$ cat config.mk
export PLATFORM = sky130hd
export DESIGN_NAME = elevator_floor_controller
export DESIGN_NICKNAME = d
export VERILOG_FILES = /design/src/rtl/efc_pkg.sv /design/src/rtl/elevator_floor_controller.sv /design/src/rtl/efc_ctrl.sv /design/src/rtl/efc_datapath.sv
export SDC_FILE = /design/constraint.sdc
export NUM_CORES = 1
export LEC_CHECK = 0
export BUFFER_PORTS_ARGS = -buffer_cell sky130_fd_sc_hd__buf_2
export CORE_MARGIN = 8
export CORE_UTILIZATION = 50
export CTS_CLUSTER_DIAMETER = 40
export CTS_CLUSTER_SIZE = 16
export DETAILED_ROUTE_END_ITERATION = 10
export PLACE_DENSITY = 0.83
export SLEW_MARGIN = 15
export SYNTH_ARGS = -nofsm -noshare
export SYNTH_HDL_FRONTEND = slang
export SYNTH_SLANG_ARGS = --single-unit
$ cat constraint.sdc
create_clock -name clock -period 11 [get_ports clock]
set_input_delay 2.2 -clock clock [delete_from_list [all_inputs] [get_ports clock]]
set_output_delay 2.2 -clock clock [all_outputs]
set_load 0.05 [all_outputs]
$ cat src/rtl/efc_pkg.sv
package efc_pkg;

   // Widest floor index the design supports (up to sixteen floors).
   localparam int FLOOR_ID_W = 4;

   // Configuration register indexes.
   localparam int CSR_INDEX_W = 1;
   localparam logic [CSR_INDEX_W-1:0] CSR_DOOR_TICKS = 1'b0;
   localparam logic [CSR_INDEX_W-1:0] CSR_MAX_RIDERS = 1'b1;

   localparam int CSR_DATA_W   = 8;
   localparam int TICKS_W      = 8;
   localparam int RIDERS_W     = 4;
   localparam int BEAM_W       = 4;
   localparam int SEG_W        = 8;
   localparam int SERVO_W      = 7;
   localparam int SERVO_CALC_W = 10;

   localparam logic [TICKS_W-1:0]  DOOR_TICKS_RESET = 8'd145;
   localparam logic [RIDERS_W-1:0] MAX_RIDERS_RESET = 4'd4;
   localparam logic [RIDERS_W-1:0] RIDERS_FULL      = 4'd15;

   localparam logic [SERVO_CALC_W-1:0] SERVO_BASE = 10'd25;
   localparam logic [SERVO_CALC_W-1:0] SERVO_STEP = 10'd18;

   // Beam flag bits.
   localparam int BEAM_OUTER_FIRST = 0;
   localparam int BEAM_INNER_FIRST = 1;
   localparam int BEAM_EXITING     = 2;
   localparam int BEAM_ENTERING    = 3;

   // Commands from the controller to the datapath.
   typedef struct packed {
      logic start;
      logic scan;
      logic emit;
   } efc_cmd_type;

   // Status from the datapath to the controller.
   typedef struct packed {
      logic depart;
      logic scan_done;
   } efc_stat_type;

   function automatic logic [SEG_W-1:0] seg_code(input logic [FLOOR_ID_W-1:0] f);
      logic [SEG_W-1:0] code;
      case (f)
         4'd0:    code = 8'hBF;
         4'd1:    code = 8'h86;
         4'd2:    code = 8'hDB;
         4'd3:    code = 8'hD7;
         4'd4:    code = 8'hE6;
         default: code = 8'h00;
      endcase
      return code;
   endfunction

endpackage

$ cat src/rtl/elevator_floor_controller.sv
// Elevator floor controller. Each accepted request is one pass of the car's
// control loop: it advances the door timer, latches the hall and car buttons,
// serves the current floor, counts riders from the two doorway beams and, when
// the door timer has run out, moves the car to its next stop. Every request
// yields exactly one response carrying the floor, display pattern, door,
// alarm, rider count, direction and servo pulse count. A pass that departs
// adds the next-stop search, which examines one floor per cycle. A pass
// writes its response only once the output register is free or being taken,
// and the block takes no new request until that pass has written it. The
// response sits in an output register, so the next request is accepted while
// an earlier response still waits to be taken. The door_ticks and max_riders
// registers are written through the csr_ port (index 0 and 1) and should only
// be changed while no pass is in flight.
module elevator_floor_controller
   import efc_pkg::*;
#(
   parameter int FLOORS = 5
) (
   input  logic                        clock,
   input  logic                        reset,
   input  logic                        csr_we,
   input  logic [CSR_INDEX_W-1:0]      csr_index,
   input  logic [CSR_DATA_W-1:0]       csr_wdata,
   input  logic                        req_valid,
   output logic                        req_ready,
   input  logic                        req_tick,
   input  logic [FLOORS-2:0]           req_up_buttons,
   input  logic [FLOORS-2:0]           req_down_buttons,
   input  logic [FLOORS-1:0]           req_car_buttons,
   input  logic                        req_outer_blocked,
   input  logic                        req_inner_blocked,
   output logic                        rsp_valid,
   input  logic                        rsp_ready,
   output logic [$clog2(FLOORS)-1:0]   rsp_floor_now,
   output logic [SEG_W-1:0]            rsp_segments,
   output logic                        rsp_door_is_open,
   output logic                        rsp_alarm,
   output logic [RIDERS_W-1:0]         rsp_riders,
   output logic                        rsp_heading_up,
   output logic                        rsp_moved,
   output logic [SERVO_W-1:0]          rsp_servo_steps
);

   // The controller sequences a pass; the datapath holds all car state.
   efc_cmd_type  cmd;
   efc_stat_type stat;

   efc_ctrl u_ctrl (
      .clock     (clock),
      .reset     (reset),
      .req_valid (req_valid),
      .req_ready (req_ready),
      .rsp_valid (rsp_valid),
      .rsp_ready (rsp_ready),
      .stat      (stat),
      .cmd       (cmd)
   );

   efc_datapath #(
      .FLOORS  (FLOORS),
      .FLOOR_W ($clog2(FLOORS))
   ) u_datapath (
      .clock             (clock),
      .reset             (reset),
      .cmd               (cmd),
      .stat              (stat),
      .csr_we            (csr_we),
      .csr_index         (csr_index),
      .csr_wdata         (csr_wdata),
      .req_tick          (req_tick),
      .req_up_buttons    (req_up_buttons),
      .req_down_buttons  (req_down_buttons),
      .req_car_buttons   (req_car_buttons),
      .req_outer_blocked (req_outer_blocked),
      .req_inner_blocked (req_inner_blocked),
      .rsp_floor_now     (rsp_floor_now),
      .rsp_segments      (rsp_segments),
      .rsp_door_is_open  (rsp_door_is_open),
      .rsp_alarm         (rsp_alarm),
      .rsp_riders        (rsp_riders),
      .rsp_heading_up    (rsp_heading_up),
      .rsp_moved         (rsp_moved),
      .rsp_servo_steps   (rsp_servo_steps)
   );

endmodule

$ cat src/rtl/efc_ctrl.sv
module efc_ctrl
   import efc_pkg::*;
(
   input  logic         clock,
   input  logic         reset,
   input  logic         req_valid,
   output logic         req_ready,
   output logic         rsp_valid,
   input  logic         rsp_ready,
   input  efc_stat_type stat,
   output efc_cmd_type  cmd
);

   localparam logic [1:0] ST_IDLE = 2'd0;
   localparam logic [1:0] ST_SCAN = 2'd1;
   localparam logic [1:0] ST_EMIT = 2'd2;

   logic [1:0] state_ff, state_in;
   logic       rsp_valid_ff, rsp_valid_in;

   always_comb begin
      state_in  = state_ff;
      cmd       = '0;
      req_ready = 1'b0;
      case (state_ff)
         ST_IDLE: begin
            req_ready = 1'b1;
            if (req_valid) begin
               cmd.start = 1'b1;
               state_in  = stat.depart ? ST_SCAN : ST_EMIT;
            end
         end
         ST_SCAN: begin
            cmd.scan = 1'b1;
            if (stat.scan_done) begin
               state_in = ST_EMIT;
            end
         end
         ST_EMIT: begin
            if (!rsp_valid_ff || rsp_ready) begin
               cmd.emit = 1'b1;
               state_in = ST_IDLE;
            end
         end
         default: state_in = ST_IDLE;
      endcase
   end

   always_comb begin
      if (cmd.emit) begin
         rsp_valid_in = 1'b1;
      end else if (rsp_ready) begin
         rsp_valid_in = 1'b0;
      end else begin
         rsp_valid_in = rsp_valid_ff;
      end
   end

   always_ff @(posedge clock) begin
      if (reset) begin
         state_ff     <= ST_IDLE;
         rsp_valid_ff <= 1'b0;
      end else begin
         state_ff     <= state_in;
         rsp_valid_ff <= rsp_valid_in;
      end
   end

   assign rsp_valid = rsp_valid_ff;

endmodule

$ cat src/rtl/efc_datapath.sv
module efc_datapath
   import efc_pkg::*;
#(
   parameter int FLOORS  = 5,
   parameter int FLOOR_W = $clog2(FLOORS)
) (
   input  logic                   clock,
   input  logic                   reset,
   input  efc_cmd_type            cmd,
   output efc_stat_type           stat,
   input  logic                   csr_we,
   input  logic [CSR_INDEX_W-1:0] csr_index,
   input  logic [CSR_DATA_W-1:0]  csr_wdata,
   input  logic                   req_tick,
   input  logic [FLOORS-2:0]      req_up_buttons,
   input  logic [FLOORS-2:0]      req_down_buttons,
   input  logic [FLOORS-1:0]      req_car_buttons,
   input  logic                   req_outer_blocked,
   input  logic                   req_inner_blocked,
   output logic [FLOOR_W-1:0]     rsp_floor_now,
   output logic [SEG_W-1:0]       rsp_segments,
   output logic                   rsp_door_is_open,
   output logic                   rsp_alarm,
   output logic [RIDERS_W-1:0]    rsp_riders,
   output logic                   rsp_heading_up,
   output logic                   rsp_moved,
   output logic [SERVO_W-1:0]     rsp_servo_steps
);

   localparam int SCAN_W = FLOOR_W + 1;
   localparam logic [SCAN_W-1:0]  SCAN_TOP  = SCAN_W'(FLOORS - 1);
   localparam logic [FLOOR_W-1:0] FLOOR_TOP = FLOOR_W'(FLOORS - 1);

   // Configuration.
   logic [TICKS_W-1:0]  door_ticks_ff;
   logic [RIDERS_W-1:0] max_riders_ff;

   // Controller state.
   logic [FLOOR_W-1:0]  cur_ff, cur_in;
   logic                up_dir_ff, up_dir_in;
   logic                open_ff, open_in;
   logic [TICKS_W-1:0]  cnt_ff, cnt_in;
   logic                run_ff, run_in;
   logic [FLOORS-1:0]   up_pend_ff, up_pend_in;
   logic [FLOORS-1:0]   dn_pend_ff, dn_pend_in;
   logic [FLOORS-1:0]   car_pend_ff, car_pend_in;
   logic [RIDERS_W-1:0] riders_ff, riders_in;
   logic [BEAM_W-1:0]   beam_ff, beam_in;
   logic                alarm_ff, alarm_in;
   logic [SCAN_W-1:0]   scan_ff, scan_in;
   logic                moved_ff, moved_in;

   // Values produced by the front part of a pass.
   logic [TICKS_W-1:0]  p_cnt;
   logic                p_open, p_run, p_expire, p_serve, p_alarm;
   logic [FLOORS-1:0]   p_up, p_dn, p_car, here;
   logic [RIDERS_W-1:0] p_riders;
   logic [BEAM_W-1:0]   p_beam;

   // Scan step.
   logic                 s_active, s_hit;
   logic [FLOOR_W-1:0]   s_idx, s_dest;
   logic [FLOORS-1:0]    s_pend;

   logic [SERVO_CALC_W-1:0] servo_full;

   always_comb begin
      p_cnt    = cnt_ff;
      p_open   = open_ff;
      p_run    = run_ff;
      p_expire = 1'b0;
      if (req_tick && run_ff) begin
         p_cnt = cnt_ff + 1'b1;
         if (p_cnt == door_ticks_ff) begin
            p_open   = 1'b0;
            p_run    = 1'b0;
            p_expire = 1'b1;
         end
      end

      p_up  = up_pend_ff | {1'b0, req_up_buttons};
      p_dn  = dn_pend_ff | {req_down_buttons, 1'b0};
      p_car = car_pend_ff | req_car_buttons;

      here    = FLOORS'(1) << cur_ff;
      p_serve = !p_open && !p_expire && ((p_up | p_dn | p_car) & here) != '0;
      if (p_serve) begin
         p_car = p_car & ~here;
         if (up_dir_ff) begin
            p_up = p_up & ~here;
         end else begin
            p_dn = p_dn & ~here;
         end
         p_open = 1'b1;
         p_cnt  = '0;
         p_run  = 1'b1;
      end

      p_riders = riders_ff;
      p_beam   = beam_ff;
      p_alarm  = alarm_ff;
      if (p_open) begin
         if (req_outer_blocked) begin
            p_cnt = '0;
            p_run = 1'b1;
            if (p_beam[BEAM_INNER_FIRST]) begin
               p_beam[BEAM_EXITING] = 1'b1;
            end else begin
               p_beam[BEAM_OUTER_FIRST] = 1'b1;
            end
         end else if (p_beam[BEAM_EXITING]) begin
            if (p_riders != '0) begin
               p_riders = p_riders - 1'b1;
            end
            p_beam[BEAM_EXITING]     = 1'b0;
            p_beam[BEAM_INNER_FIRST] = 1'b0;
         end
         if (req_inner_blocked) begin
            if (p_beam[BEAM_OUTER_FIRST]) begin
               p_beam[BEAM_ENTERING] = 1'b1;
            end else begin
               p_beam[BEAM_INNER_FIRST] = 1'b1;
            end
         end else if (p_beam[BEAM_ENTERING]) begin
            if (p_riders != RIDERS_FULL) begin
               p_riders = p_riders + 1'b1;
            end
            p_beam[BEAM_ENTERING]    = 1'b0;
            p_beam[BEAM_OUTER_FIRST] = 1'b0;
         end
         p_alarm = p_riders > max_riders_ff;
         if (p_alarm) begin
            p_cnt = '0;
            p_run = 1'b1;
         end
      end
   end

   // One floor of the next-stop search per cycle.
   always_comb begin
      s_active = (scan_ff != '0) && (scan_ff < SCAN_TOP);
      s_idx    = scan_ff[FLOOR_W-1:0];
      s_pend   = car_pend_ff | (up_dir_ff ? up_pend_ff : dn_pend_ff);
      s_hit    = s_active && s_pend[s_idx];
      if (s_hit) begin
         s_dest = s_idx;
      end else begin
         s_dest = up_dir_ff ? FLOOR_TOP : '0;
      end
   end

   assign stat.depart    = p_expire;
   assign stat.scan_done = !s_active || s_hit;

   always_comb begin
      cur_in      = cur_ff;
      up_dir_in   = up_dir_ff;
      open_in     = open_ff;
      cnt_in      = cnt_ff;
      run_in      = run_ff;
      up_pend_in  = up_pend_ff;
      dn_pend_in  = dn_pend_ff;
      car_pend_in = car_pend_ff;
      riders_in   = riders_ff;
      beam_in     = beam_ff;
      alarm_in    = alarm_ff;
      scan_in     = scan_ff;
      moved_in    = moved_ff;
      if (cmd.start) begin
         open_in     = p_open;
         cnt_in      = p_cnt;
         run_in      = p_run;
         up_pend_in  = p_up;
         dn_pend_in  = p_dn;
         car_pend_in = p_car;
         riders_in   = p_riders;
         beam_in     = p_beam;
         alarm_in    = p_alarm;
         moved_in    = 1'b0;
         if (up_dir_ff) begin
            scan_in = SCAN_W'(cur_ff) + 1'b1;
         end else begin
            scan_in = SCAN_W'(cur_ff) - 1'b1;
         end
      end else if (cmd.scan) begin
         if (stat.scan_done) begin
            cur_in   = s_dest;
            moved_in = 1'b1;
            if (s_dest == FLOOR_TOP) begin
               up_dir_in = 1'b0;
            end else if (s_dest == '0) begin
               up_dir_in = 1'b1;
            end
         end else begin
            // A floor passed without a request forces a stop at the end floor.
            if (up_dir_ff) begin
               car_pend_in = car_pend_ff | (FLOORS'(1) << FLOOR_TOP);
               scan_in     = scan_ff + 1'b1;
            end else begin
               car_pend_in = car_pend_ff | FLOORS'(1);
               scan_in     = scan_ff - 1'b1;
            end
         end
      end
   end

   always_ff @(posedge clock) begin
      if (reset) begin
         door_ticks_ff <= DOOR_TICKS_RESET;
         max_riders_ff <= MAX_RIDERS_RESET;
      end else if (csr_we) begin
         case (csr_index)
            CSR_DOOR_TICKS: door_ticks_ff <= csr_wdata[TICKS_W-1:0];
            CSR_MAX_RIDERS: max_riders_ff <= csr_wdata[RIDERS_W-1:0];
            default: ;
         endcase
      end
   end

   always_ff @(posedge clock) begin
      if (reset) begin
         cur_ff      <= '0;
         up_dir_ff   <= 1'b1;
         open_ff     <= 1'b0;
         cnt_ff      <= '0;
         run_ff      <= 1'b0;
         up_pend_ff  <= '0;
         dn_pend_ff  <= '0;
         car_pend_ff <= '0;
         riders_ff   <= '0;
         beam_ff     <= '0;
         alarm_ff    <= 1'b0;
         scan_ff     <= '0;
         moved_ff    <= 1'b0;
      end else begin
         cur_ff      <= cur_in;
         up_dir_ff   <= up_dir_in;
         open_ff     <= open_in;
         cnt_ff      <= cnt_in;
         run_ff      <= run_in;
         up_pend_ff  <= up_pend_in;
         dn_pend_ff  <= dn_pend_in;
         car_pend_ff <= car_pend_in;
         riders_ff   <= riders_in;
         beam_ff     <= beam_in;
         alarm_ff    <= alarm_in;
         scan_ff     <= scan_in;
         moved_ff    <= moved_in;
      end
   end

   assign servo_full = SERVO_BASE + SERVO_STEP * SERVO_CALC_W'(cur_ff);

   always_ff @(posedge clock) begin
      if (cmd.emit) begin
         rsp_floor_now    <= cur_ff;
         rsp_segments     <= seg_code(FLOOR_ID_W'(cur_ff));
         rsp_door_is_open <= open_ff;
         rsp_alarm        <= alarm_ff;
         rsp_riders       <= riders_ff;
         rsp_heading_up   <= up_dir_ff;
         rsp_moved        <= moved_ff;
         rsp_servo_steps  <= moved_ff ? servo_full[SERVO_W-1:0] : '0;
      end
   end

endmodule

==> results.yml, run 1 <==
run_status:
  status: "completed"
cts:
  cts_buffers: 9
  htree_levels: 3
  cts_resized: 0
  clkTransAtPathRegs_ns: 0.09
  clkSinkCount: 82
  root_buffer: "clkbuf_8"
  insertion_delay_ns: 0.36
  holdBufCountCts: 0
  post-cts-setup-buffers: 0
  clockBufferDepth: 2
  cts_tree: "done"
logic_synthesis:
  synthAdderAreaFrac_pct: 5.26
  async_flop_share_pct: 0
  synth_top_area_share_pct: 27.7
  ys_warn_count: 0
  ys_types: 70
  synthCells: 437
  syn-cell-area_mm2: 0.00419
  synth_area_leader_cell: "dfxtp_1"
  synth_ff_type: "dfxtp_1"
  synth_compound_area_share_pct: 21.1
  synth_xor_area_share_pct: 3.76
  syn-num-nets: 484
  muxShareOfSynthArea_pct: 2.96
  synth.avg_cell_area_um2: 9.58
  yosysSeqAreaShare_pct: 44.9
  synth-edff-count: 24
  synth_area_leaders: "dfxtp_1 28%, edfxtp_1 17%, ha_1 4.8%, a21oi_1 4.4%, nand2_1 3.5%"
  ys_ff_latch: 82
  synthSimpleGateAreaFrac_pct: 16.9
  synth_top_family_by_area: "compound AO/OA/AOI/OAI gates"
timing:
  slew_headroom_pct: 41.7
  finalCriticalPeriod_ns: 5.27
  maxSlewViolCount: 0
  period_share_pct: 47.9
  finalHoldViolCount: 0
  max_freq_ghz: 0.190
  final.setup.worst_slack_ns: 5.73
  setup_violations: 0
  fin_tns_setup_ns: 0
  worst_slew_pin_slew_ns: 0.869
  fin_skew_ns: 0.00813
  rsz0062_at_grt: "false"
placed_design:
  dp_slack_ns: 5.34
  place.gp.congestion: 0.859
  hpwl_mm: 7.02
  portBuffers: 57
min_path:
  holdCritPathClass: "flop to flop"
  hold_depth: 2
final_layout:
  n_fill_cell: 715
  final_layout_size_suffix_gt1_share_pct: 18.1
  antenna-diode-count: 0
  finalNetCount: 527
  multi_input_area_mm2: 0.00210
  utilization_pct: 57.0
  area_delta_synth_final_pct: 11.3
  register_area_mm2: 0.00188
detailed_routing:
  postRouteAntennaNets: 0
  drt_iter0_drc: 220
  wirelength_mm: 9.63
  vias: 3444
  routedWlPerCell_um: 16.3
  route.detailed.drc: 0
  vias_per_cell: 5.84
  first_pass_iters: 4
global_route:
  antenna_found_initial: 0
  grt_start_max_net_pins: 44
  grt_pass1_wl_mm: 16.0
  gr-usage-all-layers_pct: 16.9
  grt_remaining_overflow: 0
  grt_pass1_vias: 3431
floorplan:
  fp.coreArea_mm2: 0.00818
  dieHeight_um: 108
  dieArea_mm2: 0.0116
  pin_count: 58
  start_util_pct: 51.2
  fp.dieW_um: 108
  num_rows: 33
run:
  max-cap-violations: 0
pwr:
  total_leakage_power_nw: 1.79
  p_total_w: 0.000618
  p_per_area_mw_per_mm2: 133
  ir_drop_v: 0.0000641
worst_setup_path:
  critPathMaxFanout: 9
  critPathCaptureType: "flop"
  required_ns: 11.23
  r2r_slack_ns: 7.19
  worstSetupPathType: "input pin to flop"
  r2r_cells: 15
  start_kind: "input pin"
  cp.arrival_ns: 5.50
[through the flow]
stage                     std cells  area, um2  hold slack (ns)
final                           590       4660            0.447
after global routing            590       4660            0.473
after CTS                       590       4660            0.457
after detailed placement        574       4480            0.444
after global placement          574       4480            0.421
after floorplan                 437       4190            0.403
[sequential cells by signal (all words and copies together), names as in the netlist, 2 cells and up]
name,flops
u_datapath.rsp_riders,4
u_datapath.rsp_floor_now,3
u_datapath.door_ticks_ff,8
u_datapath.cnt_ff,8
u_datapath.dn_pend_ff,5
u_datapath.riders_ff,4
u_datapath.car_pend_ff,5
u_datapath.max_riders_ff,4
u_datapath.rsp_segments,6
u_datapath.cur_ff,3
u_datapath.up_pend_ff,5
u_datapath.scan_ff,4
u_datapath.beam_ff,4
u_datapath.rsp_servo_steps,7
u_ctrl.state_ff,2
[synth_stat cells (all sizes together), types with 7 or more instances]
library cell	n
buf	11
a211oi	12
clkbuf	16
ha	16
o211ai	7
nand3	14
o31ai	8
nor2	31
nor2b	10
edfxtp	24
o21ai	14
a311oi	9
mux2i	9
xnor2	13
inv	18
a21oi	37
nor3	8
dfxtp	58
nand2	39
[layout make-up]
class                   instances  share of cell area (%)
multi-input cells             309                    45.0
flip-flops and latches         82                    40.4
repair buffers                 59                    6.44
well taps                     105                    2.82
clock buffers                   9                    2.66
inverters                      19                    1.53
clock inverters                 7                    1.13
[per-layer routing]
metal  global-route usage [%]  part of all wire, %
met3                     4.73                  6.2
met4                     5.85                  1.4
met1                     20.3                   44
met5                        0                    0
met2                     28.1                   48
[layout by cell type (no fill, tap or decap), types with 9 or more instances in the layout]
cell type / instances
xnor2_1: 13
a311oi_1: 9
nand3_1: 13
nor2_1: 30
a211oi_1: 12
buf_2: 57
dfxtp_1: 58
mux2i_1: 9
clkbuf_8: 9
edfxtp_1: 24
nand2_1: 39
a21oi_1: 37
ha_1: 16
nor2b_1: 9
inv_1: 18
[report_power, final]
part / leakage (nW) / switching, W / internal, W / total (W)
Combinational: 1.01 / 0.0000555 / 0.0000279 / 0.0000833
Sequential: 0.685 / 0.00000897 / 0.000324 / 0.000333
Clock: 0.0904 / 0.000117 / 0.0000840 / 0.000201
Total: 1.79 / 0.000182 / 0.000436 / 0.000618
[kinds of logic (layout without fill, tap and decap cells)]
logic type,Yosys count,count (layout)
compound gates,123,123
flops,82,82
buf+inv,46,94
mux,12,12
fa+ha+maj,17,17
simple gates,139,139
xor+xnor,18,18
[critical path, cell delays in order]
cell and delay (ns):
buf_2 0.14, nand2b_1 0.17, a21oi_1 0.24, mux2i_1 0.32, ha_1 0.25, nand2_1 0.07
o21a_1 0.20, mux2_2 0.30, ha_1 0.29, nor2b_1 0.13, o211ai_1 0.09, a21oi_1 0.29
o32ai_4 0.18, o31ai_2 0.49, o21ai_1 0.13
[final timing paths]
path,start,end
max,req_outer_blocked,u_datapath.cnt_ff[5]
min,u_datapath.up_pend_ff[4],u_datapath.up_pend_ff[4]
max reg2reg,u_datapath.riders_ff[0],u_datapath.cnt_ff[5]
min reg2reg,u_datapath.up_pend_ff[4],u_datapath.up_pend_ff[4]
(Power assumes the default switching activity.)
==> inputs of run 2 (changes only) <==
clock period = 5.31 ns   (was 11 ns; I/O delays follow)
==> results.yml, run 2 (synthesis results as in run 1) <==
final_layout:
  utilization_pct: 57.5
  final_layout_size_suffix_gt1_share_pct: 17.9
  finalNetCount: 527
  final_cell_mix: "58 x dfxtp_1, 57 x buf_2, 39 x nand2_1"
  final_common_cell: "dfxtp_1"
  area_delta_synth_final_pct: 12.3
  n_fill_cell: 704
  finish.instance_area_mm2: 0.00470
  reg_top3: "u_datapath.cnt_ff (8), u_datapath.door_ticks_ff (8), u_datapath.rsp_servo_steps (7)"
  antenna-diode-count: 0
timing:
  rsz0062_at_grt: "false"
  finalCriticalPeriod_ns: 4.30
  fin_skew_ns: 0.0109
  timing.hold.ws_ns: 0.449
  fin_tns_setup_ns: 0
  max_freq_ghz: 0.233
  slew_headroom_pct: 37.5
  worst_slew_pin_slew_ns: 0.933
  setup_violations: 0
  maxSlewViolCount: 0
  finalHoldViolCount: 0
  period_share_pct: 80.9
pwr:
  pwr-share-seq_pct: 50.4
  ir_drop_v: 0.000166
  internal_power_w: 0.000996
  combPwrFrac_pct: 12.6
  total_leakage_power_nw: 1.80
  p_clk_share_pct: 37.0
  p_sw_w: 0.000373
  p_per_area_mw_per_mm2: 291
  p_sw_share_pct: 27.2
floorplan:
  fp.dieW_um: 108
  dieHeight_um: 108
  num_rows: 33
  dieArea_mm2: 0.0116
  pin_count: 58
  start_util_pct: 51.2
  fp.coreArea_mm2: 0.00818
global_route:
  met2_usage_pct: 29.3
  grt_use_met1_pct: 20.8
  grt_start_max_net_pins: 44
  gr-max-usage-layer: "met2"
  grtUsageMet3_pct: 3.59
  grt_pass1_vias: 3506
  antenna_found_initial: 0
  grt_pass1_wl_mm: 16.4
  gr-usage-all-layers_pct: 17.2
  grt_remaining_overflow: 0
detailed_routing:
  drt_iter0_drc: 207
  wirelength_mm: 9.77
  routedWlPerCell_um: 16.6
  route.detailed.drc: 0
  vias_per_cell: 5.99
  vias: 3535
  postRouteAntennaNets: 0
  first_pass_iters: 4
worst_setup_path:
  crit_buf_inv: 1
  worstSetupPathType: "input pin to flop"
  cpLargestDelayFamily: "compound AO/OA/AOI/OAI gates"
  critPathMaxFanout: 9
  critPathCaptureType: "flop"
  cp.arrival_ns: 4.53
  r2r_slack_ns: 1.35
  crit_path_cell_trace: "buf_2 > nand2b_1 > a21oi_1 > mux2i_1 > ha_1 > nand2_1 > o21a_1 > mux2_2 > ha_1 > nor2b_1 > o211ai_1 > a21oi_1 > o32ai_4 > o31ai_2 > o21ai_1"
  cpMaxStageDelayCell: "o31ai_2"
  required_ns: 5.54
  start_kind: "input pin"
  max_stage_delay_ns: 0.51
cts:
  insertion_delay_ns: 0.36
  holdBufCountCts: 0
  cts_resized: 0
  cts_buffers: 9
  clkTransAtPathRegs_ns: 0.08
  htree_levels: 3
  root_buffer: "clkbuf_8"
  clockBufferDepth: 2
  post-cts-setup-buffers: 0
  clkSinkCount: 82
  cts_tree: "done"
placed_design:
  placed_area_mm2: 0.00448
  hpwl_mm: 6.97
  place.gp.congestion: 0.860
  portBuffers: 57
min_path:
  holdCritPathClass: "flop to flop"
run_status:
  status: "completed"
run:
  max-cap-violations: 0
==> run 2: changes by cell type in the layout (fill, tap and decap cells not counted), sizes merged <==
cell / previous run / this run
bufinv: 0 / 2
clkbuf: 9 / 10
clkinv: 4 / 3
inv: 21 / 19
==> run 2: worst paths after layout <==
check,from,to,depth (start not counted)
setup / recovery,req_outer_blocked,u_datapath.cnt_ff[2],15
hold / removal,u_datapath.up_pend_ff[4],u_datapath.up_pend_ff[4],2
setup reg to reg,u_datapath.riders_ff[0],u_datapath.cnt_ff[2],15
hold reg to reg,u_datapath.up_pend_ff[4],u_datapath.up_pend_ff[4],2
==> run 2: worst reg2reg max path, cell delays in order (launching register included) <==
cell      delay, ns
dfxtp_1        0.38
inv_1          0.08
ha_1           0.23
a21oi_1        0.27
mux2i_1        0.35
ha_1           0.26
nand2_1        0.07
o21a_1         0.20
mux2_2         0.29
ha_1           0.30
nor2b_1        0.18
o211ai_1       0.11
a21oi_1        0.29
o32ai_4        0.17
o31ai_2        0.51
o21ai_1        0.14
==> run 2: routing by layer <==
metal | vias up | part of all wire (%)
li1 | 1699 | -
met1 | 1706 | 43
met2 | 119 | 49
met3 | 11 | 6.9
met4 | 0 | 1.1
met5 | - | 0
==> run 2: layout make-up <==
cell class	count	area (um2)	share of cell area, %
multi-input cells	309	2100	44.7
repair buffers	59	300	6.39
clock buffers	10	128	2.71
flip-flops and latches	82	1880	40.0
well taps	105	131	2.79
inverters	19	71.3	1.52
clock inverters	6	90.1	1.92
==> run 2: per-stage QoR <==
step	setup WS (ns)	instances	power, W
after detailed placement	0.712	574	0.000876
final	1.01	590	0.00137
after CTS	1.08	590	0.00137
after global routing	0.761	590	0.00141
after global placement	1.01	574	0.000869
after floorplan	1.36	437	0.000828
==> run 2: power by group through the flow <==
stage	registers [W]	clock network [W]	logic [W]
finish	0.000690	0.000506	0.000173
global route	0.000694	0.000530	0.000188
CTS	0.000690	0.000508	0.000172
detailed placement	0.000705	0	0.000171
global placement	0.000703	0	0.000165
floorplan	0.000728	0	0.000100
